## config.mk

```make
export PLATFORM = sky130hd
export DESIGN_NAME = ansi_escape_sequence_parser_top
export DESIGN_NICKNAME = d
export VERILOG_FILES = /design/src/sv/aesp_pkg.sv /design/src/sv/ansi_escape_sequence_parser_top.sv /design/src/sv/aesp_param_ram.sv /design/src/sv/aesp_parser.sv
export SDC_FILE = /design/constraint.sdc
export NUM_CORES = 1
export LEC_CHECK = 0
export BUFFER_PORTS_ARGS = -buffer_cell sky130_fd_sc_hd__buf_4
export CELL_PAD_IN_SITES_DETAIL_PLACEMENT = 0
export CELL_PAD_IN_SITES_GLOBAL_PLACEMENT = 1
export CORE_MARGIN = 2
export CORE_UTILIZATION = 35
export DETAILED_ROUTE_END_ITERATION = 10
export PLACE_DENSITY_LB_ADDON = 0.1
export SETUP_SLACK_MARGIN = 0.15
export SLEW_MARGIN = 5
export SYNTH_ARGS = -nofsm -noshare
export SYNTH_HDL_FRONTEND = slang
export SYNTH_SLANG_ARGS = --single-unit
export TNS_END_PERCENT = 50
```

## constraint.sdc

```tcl
create_clock -name clk -period 18.5 [get_ports clk]
set_input_delay 0 -clock clk [delete_from_list [all_inputs] [get_ports clk]]
set_output_delay 0 -clock clk [all_outputs]
set_load 0.03 [all_outputs]
```

## src/sv/aesp_pkg.sv

```systemverilog
// shared constants, codes and types of the ansi escape sequence parser
`timescale 1ns / 1ps

package aesp_pkg;

	// parameter store depth and the usable number of slots
	localparam int MAX_PARAMS  = 16;
	localparam int STORE_DEPTH = 16;
	localparam int P_LIMIT     = (MAX_PARAMS < 1) ? 1 :
		((MAX_PARAMS > STORE_DEPTH) ? STORE_DEPTH : MAX_PARAMS);
	localparam int IDX_W       = $clog2(STORE_DEPTH);
	localparam int SLOT_W      = $clog2(STORE_DEPTH + 1);
	localparam int VAL_W       = 16;

	// bytes with a fixed meaning
	localparam logic [7:0] C_ESC      = 8'h1b;
	localparam logic [7:0] C_CSI      = 8'h5b;
	localparam logic [7:0] C_OSC      = 8'h5d;
	localparam logic [7:0] C_BEL      = 8'h07;
	localparam logic [7:0] C_SEMI     = 8'h3b;
	localparam logic [7:0] C_EXEC_MAX = 8'h17;
	localparam logic [7:0] C_PR_MIN   = 8'h20;
	localparam logic [7:0] C_PR_MAX   = 8'h7f;
	localparam logic [7:0] C_U8_MIN   = 8'hc2;
	localparam logic [7:0] C_U8_2MAX  = 8'hdf;
	localparam logic [7:0] C_U8_3MAX  = 8'hef;
	localparam logic [7:0] C_U8_MAX   = 8'hf4;
	localparam logic [7:0] C_DIG_MIN  = 8'h30;
	localparam logic [7:0] C_DIG_MAX  = 8'h39;
	localparam logic [7:0] C_MRK_MIN  = 8'h3c;
	localparam logic [7:0] C_MRK_MAX  = 8'h3f;
	localparam logic [7:0] C_FIN_MIN  = 8'h40;
	localparam logic [7:0] C_FIN_MAX  = 8'h7e;

	// event kinds
	localparam logic [2:0] EV_EXEC    = 3'd0;
	localparam logic [2:0] EV_PRINT   = 3'd1;
	localparam logic [2:0] EV_CSI     = 3'd2;
	localparam logic [2:0] EV_OSCBYTE = 3'd3;
	localparam logic [2:0] EV_OSCEND  = 3'd4;
	localparam logic [2:0] EV_ERROR   = 3'd5;

	typedef struct packed {
		logic [2:0]        kind;
		logic [31:0]       data;
		logic [2:0]        len;
		logic [7:0]        fin_byte;
		logic [7:0]        marker;
		logic [SLOT_W-1:0] count;
		logic [IDX_W-1:0]  index;
		logic [VAL_W-1:0]  value;
		logic              ovf;
		logic              last;
	} aesp_event_t;

endpackage

```

## src/sv/ansi_escape_sequence_parser_top.sv

```systemverilog
// top level of the ansi escape sequence parser with its output register
`timescale 1ns / 1ps

// Terminal byte parser (ground, escape, CSI, OSC and UTF-8 states). Each byte
// accepted on the slave side yields zero or more words on the master side; the
// final word of a byte's results carries tlast. Ordinary bytes pass at one per
// cycle while the master side keeps up. A CSI final byte is held until its
// dispatch run is done; the run reads the parameter memory through its single
// read port one slot per cycle while the master side keeps up. CSI parameter
// digits are accumulated by read-modify-write of that memory, with the previous
// write forwarded. Stored slots carry valid bits cleared on CSI entry, so there
// is no clearing pass after reset. A word waiting in the output register holds
// back a byte that has a word of its own to send, and that byte then holds the
// slave side; bytes with no word still pass.
module ansi_escape_sequence_parser_top
	import aesp_pkg::*;
(
	input  logic        clk,
	input  logic        arst_n,
	input  logic        s_tvalid,
	output logic        s_tready,
	input  logic [7:0]  s_tdata,  // byte_in[7:0]
	output logic        m_tvalid,
	input  logic        m_tready,
	// data_bytes[31:0], data_len[34:32], final_byte[42:35], private_marker[50:43],
	// param_count[55:51], param_index[59:56], param_value[75:60],
	// param_overflow[76], zero[79:77]
	output logic [79:0] m_tdata,
	output logic [2:0]  m_tuser,  // event_kind[2:0]
	output logic        m_tlast
);

	logic        ev_valid;
	logic        ev_ready;
	aesp_event_t ev;
	logic        out_v_q;
	aesp_event_t out_q;

	aesp_parser u_parser (
		.clk      (clk),
		.arst_n   (arst_n),
		.in_valid (s_tvalid),
		.in_ready (s_tready),
		.in_byte  (s_tdata),
		.ev_valid (ev_valid),
		.ev       (ev),
		.ev_ready (ev_ready)
	);

	assign ev_ready = !out_v_q || m_tready;

	always_ff @(posedge clk or negedge arst_n) begin
		if (!arst_n) begin
			out_v_q <= 1'b0;
		end else begin
			if (ev_valid && ev_ready) begin
				out_v_q <= 1'b1;
			end else if (m_tready) begin
				out_v_q <= 1'b0;
			end
		end
	end

	always_ff @(posedge clk) begin
		if (ev_valid && ev_ready) begin
			out_q <= ev;
		end
	end

	assign m_tvalid = out_v_q;
	assign m_tuser  = out_q.kind;
	assign m_tlast  = out_q.last;
	assign m_tdata  = {3'b000, out_q.ovf, out_q.value, out_q.index, out_q.count,
		out_q.marker, out_q.fin_byte, out_q.len, out_q.data};

endmodule

```

## src/sv/aesp_param_ram.sv

```systemverilog
// generic single-write single-read memory with registered read data
`timescale 1ns / 1ps

module aesp_param_ram #(
	parameter int WIDTH = 16,
	parameter int DEPTH = 16
) (
	input  logic                     clk,
	input  logic                     we,
	input  logic [$clog2(DEPTH)-1:0] waddr,
	input  logic [WIDTH-1:0]         wdata,
	input  logic                     re,
	input  logic [$clog2(DEPTH)-1:0] raddr,
	output logic [WIDTH-1:0]         rdata
);

	logic [WIDTH-1:0] mem [DEPTH];

	always_ff @(posedge clk) begin
		if (we) begin
			mem[waddr] <= wdata;
		end
	end

	// read data holds while no read is issued
	always_ff @(posedge clk) begin
		if (re) begin
			rdata <= mem[raddr];
		end
	end

endmodule

```

## src/sv/aesp_parser.sv

```systemverilog
// parser state machine around the parameter memory, with the dispatch sequencer
`timescale 1ns / 1ps

module aesp_parser
	import aesp_pkg::*;
(
	input  logic        clk,
	input  logic        arst_n,
	input  logic        in_valid,
	output logic        in_ready,
	input  logic [7:0]  in_byte,
	output logic        ev_valid,
	output aesp_event_t ev,
	input  logic        ev_ready
);

	localparam logic [2:0] ST_GROUND   = 3'd0;
	localparam logic [2:0] ST_ESCAPE   = 3'd1;
	localparam logic [2:0] ST_CSIENTRY = 3'd2;
	localparam logic [2:0] ST_CSIPARAM = 3'd3;
	localparam logic [2:0] ST_OSC      = 3'd4;
	localparam logic [2:0] ST_UTF8     = 3'd5;

	// byte under work
	logic              vld_s1;
	logic [7:0]        byte_s1;
	logic              fwd_s1;
	logic [VAL_W-1:0]  fwd_val_s1;

	// parser state
	logic [2:0]             state_q;
	logic [SLOT_W-1:0]      slots_q;
	logic [7:0]             marker_q;
	logic                   ovf_q;
	logic                   spill_q;
	logic [31:0]            u8_bytes_q;
	logic [2:0]             u8_cnt_q;
	logic [2:0]             u8_rem_q;
	logic [STORE_DEPTH-1:0] pvalid_q;

	// dispatch sequencer
	logic             disp_q;
	logic [IDX_W-1:0] k_q;

	// next-state values
	logic [2:0]        st;
	logic [2:0]        st_nxt;
	logic [SLOT_W-1:0] slots_nxt;
	logic [7:0]        marker_nxt;
	logic              ovf_nxt;
	logic              spill_nxt;
	logic [31:0]       u8_bytes_nxt;
	logic [2:0]        u8_cnt_nxt;
	logic [2:0]        u8_rem_nxt;
	logic              clr;
	logic              is_disp;
	logic              ev_need;
	aesp_event_t       ev_c;

	// memory access
	logic              wr_en_c;
	logic              wr_en;
	logic [IDX_W-1:0]  wr_addr;
	logic [VAL_W-1:0]  wr_data;
	logic              ram_re;
	logic [IDX_W-1:0]  ram_raddr;
	logic [VAL_W-1:0]  ram_rdata;

	logic              s1_done;
	logic              accept;
	logic              disp_last;
	logic              disp_start;
	logic [SLOT_W-1:0] n_items;
	logic [SLOT_W-1:0] s_eff;
	logic [SLOT_W-1:0] s_eff_m1;
	logic [VAL_W-1:0]  cur_val;
	logic [19:0]       prod;
	logic [SLOT_W-1:0] slots_sel;
	logic [SLOT_W-1:0] slots_sel_m1;
	logic [IDX_W-1:0]  acc_idx;
	logic [VAL_W-1:0]  disp_val;

	aesp_param_ram #(
		.WIDTH (VAL_W),
		.DEPTH (STORE_DEPTH)
	) u_ram (
		.clk   (clk),
		.we    (wr_en),
		.waddr (wr_addr),
		.wdata (wr_data),
		.re    (ram_re),
		.raddr (ram_raddr),
		.rdata (ram_rdata)
	);

	// slot in use for digits; an empty list opens slot one
	assign s_eff    = (slots_q == '0) ? SLOT_W'(1) : slots_q;
	assign s_eff_m1 = s_eff - SLOT_W'(1);

	// value of the open slot: last write forwarded, never-written slots read zero
	always_comb begin
		if (fwd_s1) begin
			cur_val = fwd_val_s1;
		end else if (pvalid_q[s_eff_m1[IDX_W-1:0]]) begin
			cur_val = ram_rdata;
		end else begin
			cur_val = '0;
		end
	end

	assign prod = {1'b0, cur_val, 3'b000} + {3'b000, cur_val, 1'b0}
		+ {16'd0, byte_s1[3:0] - C_DIG_MIN[3:0]};

	always_comb begin
		st           = (state_q > ST_UTF8) ? ST_GROUND : state_q;
		st_nxt       = st;
		slots_nxt    = slots_q;
		marker_nxt   = marker_q;
		ovf_nxt      = ovf_q;
		spill_nxt    = spill_q;
		u8_bytes_nxt = u8_bytes_q;
		u8_cnt_nxt   = u8_cnt_q;
		u8_rem_nxt   = u8_rem_q;
		clr          = 1'b0;
		is_disp      = 1'b0;
		ev_need      = 1'b0;
		ev_c         = '0;
		ev_c.last    = 1'b1;
		wr_en_c      = 1'b0;
		wr_addr      = s_eff_m1[IDX_W-1:0];
		wr_data      = '0;

		if (byte_s1 == C_ESC) begin
			if (st == ST_OSC) begin
				ev_need   = 1'b1;
				ev_c.kind = EV_OSCEND;
			end
			st_nxt = ST_ESCAPE;
		end else begin
			case (st)
				ST_UTF8: begin
					if (u8_cnt_q < 3'd4) begin
						u8_bytes_nxt = u8_bytes_q | (32'(byte_s1) << {u8_cnt_q[1:0], 3'b000});
						u8_cnt_nxt   = u8_cnt_q + 3'd1;
					end
					if (u8_rem_q != 3'd0) begin
						u8_rem_nxt = u8_rem_q - 3'd1;
					end
					if (u8_rem_nxt == 3'd0) begin
						ev_need   = 1'b1;
						ev_c.kind = EV_PRINT;
						ev_c.data = u8_bytes_nxt;
						ev_c.len  = u8_cnt_nxt;
						st_nxt    = ST_GROUND;
					end
				end
				ST_ESCAPE: begin
					if (byte_s1 == C_CSI) begin
						st_nxt       = ST_CSIENTRY;
						clr          = 1'b1;
						slots_nxt    = '0;
						marker_nxt   = '0;
						ovf_nxt      = 1'b0;
						spill_nxt    = 1'b0;
						u8_bytes_nxt = '0;
						u8_cnt_nxt   = '0;
						u8_rem_nxt   = '0;
					end else if (byte_s1 == C_OSC) begin
						st_nxt = ST_OSC;
					end else begin
						ev_need   = 1'b1;
						ev_c.kind = EV_ERROR;
						ev_c.data = 32'(byte_s1);
						ev_c.len  = 3'd1;
					end
				end
				ST_CSIENTRY, ST_CSIPARAM: begin
					if (byte_s1 == C_SEMI) begin
						st_nxt = ST_CSIPARAM;
						if (s_eff < SLOT_W'(P_LIMIT)) begin
							slots_nxt = s_eff + SLOT_W'(1);
						end else begin
							slots_nxt = s_eff;
							ovf_nxt   = 1'b1;
							spill_nxt = 1'b1;
						end
					end else if (byte_s1 >= C_DIG_MIN && byte_s1 <= C_DIG_MAX) begin
						st_nxt    = ST_CSIPARAM;
						slots_nxt = s_eff;
						if (!spill_q) begin
							wr_en_c = 1'b1;
							if (prod > 20'hffff) begin
								wr_data = '1;
								ovf_nxt = 1'b1;
							end else begin
								wr_data = prod[VAL_W-1:0];
							end
						end
					end else if (st == ST_CSIENTRY && byte_s1 >= C_MRK_MIN
						&& byte_s1 <= C_MRK_MAX) begin
						marker_nxt = byte_s1;
						st_nxt     = ST_CSIPARAM;
					end else if (byte_s1 >= C_FIN_MIN && byte_s1 <= C_FIN_MAX) begin
						is_disp = 1'b1;
						st_nxt  = ST_GROUND;
					end else begin
						ev_need   = 1'b1;
						ev_c.kind = EV_ERROR;
						ev_c.data = 32'(byte_s1);
						ev_c.len  = 3'd1;
					end
				end
				ST_OSC: begin
					if (byte_s1 == C_BEL) begin
						ev_need   = 1'b1;
						ev_c.kind = EV_OSCEND;
						st_nxt    = ST_GROUND;
					end else if (byte_s1 >= C_PR_MIN && byte_s1 <= C_PR_MAX) begin
						ev_need   = 1'b1;
						ev_c.kind = EV_OSCBYTE;
						ev_c.data = 32'(byte_s1);
						ev_c.len  = 3'd1;
					end else begin
						ev_need   = 1'b1;
						ev_c.kind = EV_ERROR;
						ev_c.data = 32'(byte_s1);
						ev_c.len  = 3'd1;
					end
				end
				default: begin
					st_nxt = ST_GROUND;
					if (byte_s1 <= C_EXEC_MAX) begin
						ev_need   = 1'b1;
						ev_c.kind = EV_EXEC;
						ev_c.data = 32'(byte_s1);
						ev_c.len  = 3'd1;
					end else if (byte_s1 >= C_PR_MIN && byte_s1 <= C_PR_MAX) begin
						ev_need   = 1'b1;
						ev_c.kind = EV_PRINT;
						ev_c.data = 32'(byte_s1);
						ev_c.len  = 3'd1;
					end else if (byte_s1 >= C_U8_MIN && byte_s1 <= C_U8_MAX) begin
						u8_bytes_nxt = 32'(byte_s1);
						u8_cnt_nxt   = 3'd1;
						if (byte_s1 <= C_U8_2MAX) begin
							u8_rem_nxt = 3'd1;
						end else if (byte_s1 <= C_U8_3MAX) begin
							u8_rem_nxt = 3'd2;
						end else begin
							u8_rem_nxt = 3'd3;
						end
						st_nxt = ST_UTF8;
					end else begin
						ev_need   = 1'b1;
						ev_c.kind = EV_ERROR;
						ev_c.data = 32'(byte_s1);
						ev_c.len  = 3'd1;
					end
				end
			endcase
		end
	end

	// dispatch run: one word per parameter slot, read from memory in order
	assign n_items   = (slots_q == '0) ? SLOT_W'(1) : slots_q;
	assign disp_last = (SLOT_W'(k_q) + SLOT_W'(1)) == n_items;
	assign disp_val  = (slots_q != '0 && pvalid_q[k_q]) ? ram_rdata : '0;
	assign disp_start = vld_s1 && is_disp && !disp_q;

	always_comb begin
		if (is_disp) begin
			ev          = '0;
			ev.kind     = EV_CSI;
			ev.fin_byte = byte_s1;
			ev.marker   = marker_q;
			ev.count    = slots_q;
			ev.index    = k_q;
			ev.value    = disp_val;
			ev.ovf      = ovf_q;
			ev.last     = disp_last;
		end else begin
			ev = ev_c;
		end
	end

	assign ev_valid = vld_s1 && (is_disp ? disp_q : ev_need);

	always_comb begin
		if (!vld_s1) begin
			s1_done = 1'b0;
		end else if (is_disp) begin
			s1_done = disp_q && ev_ready && disp_last;
		end else begin
			s1_done = !ev_need || ev_ready;
		end
	end

	assign in_ready = !vld_s1 || s1_done;
	assign accept   = in_valid && in_ready;
	assign wr_en    = wr_en_c && s1_done;

	// read address for the incoming byte follows the slot count it will see
	assign slots_sel    = s1_done ? slots_nxt : slots_q;
	assign slots_sel_m1 = slots_sel - SLOT_W'(1);
	assign acc_idx      = (slots_sel == '0) ? '0 : slots_sel_m1[IDX_W-1:0];

	always_comb begin
		ram_re    = 1'b0;
		ram_raddr = acc_idx;
		if (accept) begin
			ram_re = 1'b1;
		end else if (disp_start) begin
			ram_re    = 1'b1;
			ram_raddr = '0;
		end else if (disp_q && ev_ready && !disp_last) begin
			ram_re    = 1'b1;
			ram_raddr = k_q + IDX_W'(1);
		end
	end

	always_ff @(posedge clk or negedge arst_n) begin
		if (!arst_n) begin
			vld_s1 <= 1'b0;
			fwd_s1 <= 1'b0;
		end else begin
			if (accept) begin
				vld_s1 <= 1'b1;
				fwd_s1 <= wr_en && (wr_addr == acc_idx);
			end else if (s1_done) begin
				vld_s1 <= 1'b0;
			end
		end
	end

	always_ff @(posedge clk) begin
		if (accept) begin
			byte_s1    <= in_byte;
			fwd_val_s1 <= wr_data;
		end
	end

	always_ff @(posedge clk or negedge arst_n) begin
		if (!arst_n) begin
			state_q    <= ST_GROUND;
			slots_q    <= '0;
			marker_q   <= '0;
			ovf_q      <= 1'b0;
			spill_q    <= 1'b0;
			u8_bytes_q <= '0;
			u8_cnt_q   <= '0;
			u8_rem_q   <= '0;
			pvalid_q   <= '0;
			disp_q     <= 1'b0;
			k_q        <= '0;
		end else begin
			if (s1_done) begin
				state_q    <= st_nxt;
				slots_q    <= slots_nxt;
				marker_q   <= marker_nxt;
				ovf_q      <= ovf_nxt;
				spill_q    <= spill_nxt;
				u8_bytes_q <= u8_bytes_nxt;
				u8_cnt_q   <= u8_cnt_nxt;
				u8_rem_q   <= u8_rem_nxt;
				if (clr) begin
					pvalid_q <= '0;
				end else if (wr_en) begin
					pvalid_q[wr_addr] <= 1'b1;
				end
			end
			if (disp_start) begin
				disp_q <= 1'b1;
				k_q    <= '0;
			end else if (disp_q && ev_ready) begin
				if (disp_last) begin
					disp_q <= 1'b0;
				end else begin
					k_q <= k_q + IDX_W'(1);
				end
			end
		end
	end

endmodule

```

== Word level (Yosys, flattened, before mapping) ==
Memory sizes are Yosys's and may differ from the RTL's. A register that Yosys moved wholly into a read port is not among the register bits.
Index checks and enable logic that the tools add are counted.

* Memory bits (writable): 256
* Input bits: 12
* Memories kept: 1
* Logic and storage cells: 273
* Register bits: 185

{| class="wikitable"
|+ Memories
! name !! depth !! bits a word !! rd ports !! clocked after memory_dff !! write ports !! RTL line !! RTL
|-
| u_parser.u_ram.mem || 16 || 16 || 1 || 1 || 1 || aesp_param_ram.sv:17 || <nowiki>logic [WIDTH-1:0] mem [DEPTH];</nowiki>
|}

* Magnitude comparators: 20
* Add/sub/neg operators: 9
* Muxes and demuxes: 138
* Bitwise gates (word level): 4
* Equality and inequality tests: 25
* Reductions and logical operators: 49
* Shifts and indexed selects: 1

{| class="wikitable"
|+ Operators with widths
! operator !! number
|-
| $mux 38 || 10
|-
| $mux 16 || 10
|-
| $mux 32 || 5
|-
| $pmux 38 s4 || 1
|-
| $pmux 32 s3 || 1
|-
| $mux 3 || 27
|-
| $mux 1 || 52
|-
| $mux 36 || 1
|-
| $mux 35 || 1
|-
| $mux 5 || 7
|-
| $mux 8 || 4
|-
| $or 32x32->32 || 1
|-
| $shl 8x5->32 || 1
|-
| $mux 4 || 7
|-
| $ge 8x6->1 const B || 3
|-
| $le 8x8->1 const B || 3
|-
| $add 19x17->20 || 1
|-
| $add 20x4->20 || 1
|-
| $gt 20x16->1 const B || 1
|-
| $logic_and 1x1->1 || 18
|-
| $pmux 3 s3 || 2
|-
| $eq 8x7->1 const B || 2
|-
| $le 8x6->1 const B || 2
|-
| $le 8x7->1 const B || 2
|-
| other kinds (49) || 83
|}

== Depth between registers and ports, before layout ==
* Depth in word-level cells: 20
* Gate-level depth with buffers: 25

== By module ==
From an unflattened synthesis, not the netlist that was laid out.

* Cell total of the unflattened synthesis: 1,380
* Area total of the unflattened synthesis: 20,004.2 sq um

{| class="wikitable"
|+ Modules (own cells, without submodules)
! module !! times used !! cells an instance !! area each (sq um) !! seq. area each (sq um)
|-
| aesp_param_ram || 1 || 432 || 10,203.5 || 8,167.8
|-
| aesp_parser || 1 || 859 || 7,288.2 || 2,697.6
|-
| ansi_escape_sequence_parser_top || 1 || 89 || 2,512.4 || 2,457.4
|}

== Least setup slack after synthesis ==
Ideal clock, no wire load.

* Kind: register -> register
* From: reg u_parser.slots_q[3]
* To: reg u_parser.fwd_val_s1[10] (data pin)
* Stages on the path, launching flop included: 25
* Arrival time: 6.547 ns
* Path slack: 11.619 ns
* Path through: dfrtp_1 > buf_2 > nor4_2 > or2_1 > buf_4 > ha_1 > clkbuf_1 > mux4_2 > mux4_2 > buf_1 > nand2_1 > o21ai_0 > fa_1 > fa_1 > a21o_1 > a21oi_1 > o21bai_1 > a21oi_1 > o21bai_1 > a21oi_1 > o211ai_1 > a221o_1 > a221oi_1 > clkbuf_1 > a21oi_1

* Cells in the longest elaborated chain, start to end: 16

{| class="wikitable"
|+ RTL lines
! item !! RTL line !! RTL
|-
| from (decl) || aesp_parser.sv:32 || <nowiki>logic [SLOT_W-1:0] slots_q;</nowiki>
|-
| from (signal assigned) || aesp_parser.sv:358 || <nowiki>slots_q <= slots_nxt;</nowiki>
|-
| $logic_not 5->1 || aesp_parser.sv:97 || <nowiki>assign s_eff = (slots_q == '0) ? SLOT_W'(1) : slots_q;</nowiki>
|-
| $mux 5 * || aesp_parser.sv:97 ||
|-
| $sub 4x1->4 * || aesp_parser.sv:98 || <nowiki>assign s_eff_m1 = s_eff - SLOT_W'(1);</nowiki>
|-
| $bmux 1 s4 * || aesp_parser.sv:104 || <nowiki>end else if (pvalid_q[s_eff_m1[IDX_W-1:0]]) begin</nowiki>
|-
| $mux 1 (implied by the code) * || aesp_parser.sv:104 ||
|-
| $mux 16 * || aesp_parser.sv:104 ||
|-
| $mux 16 * || aesp_parser.sv:102 || <nowiki>if (fwd_s1) begin</nowiki>
|-
| $add 19x17->20 * || aesp_parser.sv:111 || <nowiki>assign prod = {1'b0, cur_val, 3'b000} + {3'b000, cur_val, 1'b0}</nowiki>
|-
| $add 20x4->20 * || aesp_parser.sv:112 || <nowiki>+ {16'd0, byte_s1[3:0] - C_DIG_MIN[3:0]};</nowiki>
|-
| $gt 20x16->1 || aesp_parser.sv:192 || <nowiki>if (prod > 20'hffff) begin</nowiki>
|-
| $mux 16 * || aesp_parser.sv:192 ||
|-
| $mux 16 * || aesp_parser.sv:190 || <nowiki>if (!spill_q) begin</nowiki>
|-
| $mux 16 * || aesp_parser.sv:187 || <nowiki>end else if (byte_s1 >= C_DIG_MIN && byte_s1 <= C_DIG_MAX) begin</nowiki>
|-
| $mux 16 * || aesp_parser.sv:178 || <nowiki>if (byte_s1 == C_SEMI) begin</nowiki>
|-
| $mux 16 * || aesp_parser.sv:140 || <nowiki>case (st)</nowiki>
|-
| $mux 16 * || aesp_parser.sv:133 || <nowiki>if (byte_s1 == C_ESC) begin</nowiki>
|-
| net u_parser.u_ram.wdata[10] || aesp_param_ram.sv:11 || <nowiki>input logic [WIDTH-1:0] wdata,</nowiki>
|-
| to (signal assigned) || aesp_parser.sv:338 || <nowiki>fwd_val_s1 <= wr_data;</nowiki>
|-
| to (decl) || aesp_parser.sv:28 || <nowiki>logic [VAL_W-1:0] fwd_val_s1;</nowiki>
|}

Mark *: on every way through the listed nets, which the timed path passes. The rest lies on a longest branch. The select of a mux whose other input is x is not followed.
A chain may end at the register's enable or synchronous reset.

== Worst setup path in the final report ==
* From: reg u_parser.slots_q[1]
* To: mem u_parser.u_ram.mem[6][5] (data pin)

* Cells in the longest elaborated chain, start to end: 16

{| class="wikitable"
|+ RTL lines
! item !! RTL line
|-
| $logic_not 5->1 || aesp_parser.sv:97
|-
| $mux 5 * || aesp_parser.sv:97
|-
| $sub 4x1->4 * || aesp_parser.sv:98
|-
| $bmux 1 s4 * || aesp_parser.sv:104
|-
| $mux 1 (implied by the code) * || aesp_parser.sv:104
|-
| $mux 16 * || aesp_parser.sv:104
|-
| $mux 16 * || aesp_parser.sv:102
|-
| $add 19x17->20 * || aesp_parser.sv:111
|-
| $add 20x4->20 * || aesp_parser.sv:112
|-
| $gt 20x16->1 || aesp_parser.sv:192
|-
| $mux 16 * || aesp_parser.sv:192
|-
| $mux 16 * || aesp_parser.sv:190
|-
| $mux 16 * || aesp_parser.sv:187
|-
| $mux 16 * || aesp_parser.sv:178
|-
| $mux 16 * || aesp_parser.sv:140
|-
| $mux 16 * || aesp_parser.sv:133
|-
| net u_parser.u_ram.wdata[5] || aesp_param_ram.sv:11
|-
| to (decl) || aesp_param_ram.sv:17
|}

Marked as above.

==> results.md <==
- Final period util: 43.4%
- RSZ-0062 raised after global routing: no
- Worst-margin pin slew: 1280 ps
- Top FF cell, synth: edfxtp_1
- CP Cell Sequence: nor4_2, or2_1, inv_4, ha_1, xnor2_1, mux4_2, nand2_1, o21ai_0, fa_1, fa_1, a21o_1, a21oi_1, o21bai_1, a21oi_1, o21bai_1, a21oi_1, o211ai_1, a221o_1, a221oi_2, buf_4, a21oi_1
- CTS tree: done
- Die area: 0.0613 mm²
- Final WL: 66.1 mm
- Sequential share of the synthesized area: 64.1%
- CP dominant cell by count: a21oi_1
- R2R setup slack: 10470 ps
- Number of max-cap violations: 0
- Final Slew Violations: 0
- H-tree Lvls: 2
- Largest net degree at the start of global routing: 66
- Netlist cell types: 84
- Yosys top cell area share: 54.5%
- Peak supply drop: 117 µV
- Synth Register Bits: 457
- CP max FO: 17
- Layout fillers: 5594
- Final Wtd Congestion: 0.810
- Vias in the first global route: 14.4k
- Vias: 14.5k
- Post-synth EDFFs: 377
- Ports: 98
- Pwr dens: 169 mW/mm²
- Die width: 248 µm
- Outcome: complete, no violations
- Ranking of synthesized cells by area: edfxtp_1 54%, dfrtp_1 9.6%, a31oi_1 2.8%
- Dpl hpwl: 37.9 mm
- Layout area overhead: 16.0%
- Crit path buf inv count: 2
- Port Buffers: 94
- First-pass iteration count of the detailed router: 5
- Area leader, netlist: edfxtp_1
- Clock skew: 16.8 ps
- DRT antenna net count: 0
- Crit end category: flip-flop
- Final setup violation count: 0
- Final TNS setup: 0 ps
- Asr flop ratio synth: 17.5%
- Core Area: 0.0589 mm²
- Clk_lat worst skew: 600 ps
- Initial antenna violation count: 1
- CP max stage cell: mux4_2
- Syn Std Cell Area: 0.0208 mm²
- CTS resizes: 0
- Routed vias/inst: 5.64
- Nets: 1801
- Crit-path max cell delay: 830 ps
- Worst-path clk slew: 60 ps
- Die Height: 248 µm
- Wire per inst: 25.8 µm
- Cell leakage power: 8.28 nW
- Top cell family by delay on the critical path: compound AO/OA/AOI/OAI gates
- Kind of critical path: reg2reg
- Maximum buffer depth of the clock tree: 3
- Crit path time final: 8030 ps
- Initial core utilization: 35.3%
- Num CTS Buffers: 51
- Share of cells above drive strength 1: 16.6%
- DRC errors left: 0
- Arrival @ worst endpoint: 8230 ps
- Clock root buffer: clkbuf_16
- Hold Vio Cnt, Final: 0
- GRT Util Overall: 21.6%
- CTS Sinks: 457
- Worst setup slack after layout: 10470 ps
- Hold slack: 127 ps
- Max Fclk: 125 MHz
- Grt total ovfl: 0
- 1st-iter DRT viols: 1104
- Synth Instances: 1669
- Critical path startpoint category: flip-flop
- Post-layout util: 40.9%
- Num rows: 89
- Synth warnings: 0
- Hold Path Class: in2reg
- Pre-CTS setup slack: 10620 ps
- First-pass GRT wire length: 96.5 mm
- Max-Slew Margin vs Limit: 14.6%
- CP required: 18700 ps
- Syn avg cell area: 12.5 µm²
power breakdown:
part           internal [mW]  switching, mW
clock network          0.565          0.413
logic                  0.507           1.15
registers               1.31          0.132
metal layers:
metal / vias up / global-route usage (%) / routed length [µm]
met5: - / 0 / 0
met4: 0 / 6.39 / 1550
met3: 103 / 3.54 / 3530
met2: 464 / 36.9 / 32300
met1: 7345 / 28.1 / 28800
li1: 6561 / - / -
cells in the mapped netlist (4+ instances only):
library cell    n
a2bb2oi_1       6
o21a_1          5
ha_1           39
mux4_2         10
o2111ai_1      34
and3_1          4
edfxtp_1      377
xnor2_1        18
a211o_1        17
a21oi_1       100
buf_2          17
nand2_1       121
buf_4           4
o21bai_1        6
o21ai_0       103
or3_1           6
mux2_2         45
a22oi_1         7
a32oi_1        17
and2_1         47
nor2_1        127
nor2b_1         9
clkbuf_1       98
o211ai_1        4
nor3_1         20
inv_1          43
nand3_1        17
xor2_1         10
a22o_1         10
nand2b_1       13
nor4_1         69
a31oi_1        92
nand4_1         5
dfrtp_1        80
a21o_1         10
cell families (layout without fill, tap and decap cells):
group	after synthesis	in the layout	synth area share [%]
multiplexers	58	58	3.68
other	1	5	0.0180
adder cells (fa/ha/maj)	41	41	2.54
XOR/XNOR	28	28	1.18
flip-flops	457	457	64.1
buffers and inverters	171	289	3.38
AND/OR/NAND/NOR	464	464	11.2
AO/OA/AOI/OAI	449	449	13.9
stage by stage:
| stage | power [mW] | cell area (µm²) | cells |
|---|---|---|---|
| global placement | 3.10 | 22400 | 2456 |
| floorplan | 2.50 | 20800 | 1672 |
| global route | 4.28 | 24100 | 2563 |
| finish | 4.07 | 24100 | 2564 |
| detailed placement | 3.11 | 22400 | 2456 |
| CTS | 4.10 | 24100 | 2563 |
final timing paths:
check                                           from                  endpoint  depth (start not counted)
worst min register to register  u_parser.marker_q[3]      u_parser.marker_q[3]                          1
worst max register to register   u_parser.slots_q[1]  u_parser.u_ram.mem[6][5]                         21
max in group asynchronous                     arst_n    u_parser.u8_bytes_q[4]                          3
worst min-delay path                      s_tdata[1]       u_parser.byte_s1[1]                          2
min in group asynchronous                     arst_n       u_parser.slots_q[1]                          3
worst max-delay path             u_parser.slots_q[1]  u_parser.u_ram.mem[6][5]                         21
flip-flops by register name, summed over array words and instances (netlist names):
| register | flops |
|---|---|
| m_tdata | 77 |
| u_parser.slots_q | 5 |
| u_parser.u_ram.rdata | 16 |
| m_tvalid | 1 |
| u_parser.disp_q | 1 |
| u_parser.fwd_val_s1 | 16 |
| u_parser.spill_q | 1 |
| u_parser.marker_q | 8 |
| u_parser.state_q | 3 |
| m_tuser | 3 |
| u_parser.u8_bytes_q | 32 |
| m_tlast | 1 |
| u_parser.pvalid_q | 16 |
| u_parser.u_ram.mem | 256 |
| u_parser.byte_s1 | 8 |
| u_parser.u8_rem_q | 3 |
| u_parser.vld_s1 | 1 |
| u_parser.k_q | 4 |
| u_parser.fwd_s1 | 1 |
| u_parser.u8_cnt_q | 3 |
| u_parser.ovf_q | 1 |
cell usage in the layout, fill, tap and decap left out, types with 18 or more instances in the layout:
master and n:
edfxtp_1 377, clkbuf_16 51, nor2_1 125, and2_1 46, mux2_2 45, nand2_1 120, ha_1 39, o2111ai_1 34
buf_4 136, nor4_1 66, a31oi_1 92, inv_1 43, dfrtp_1 80, a21oi_1 97, xnor2_1 18, o21ai_0 103
repair_timing:
item	CTS	global route
endpoints found under the hold margin	92	0
setup buffers	0	0
hold buffers	12	0
area by class of cell:
| cell class | instances | area, µm² | share of cell area (%) |
|---|---|---|---|
| diodes | 1 | 2.50 | 0.0104 |
| multi-input cells | 1044 | 6890 | 28.6 |
| flip-flops and latches | 457 | 13300 | 55.3 |
| clock inverters | 22 | 174 | 0.722 |
| inverters | 46 | 175 | 0.727 |
| clock buffers | 73 | 1430 | 5.93 |
| repair buffers | 148 | 1140 | 4.73 |
| well taps | 773 | 967 | 4.01 |
Note: power is estimated with default switching activity, not from simulation.
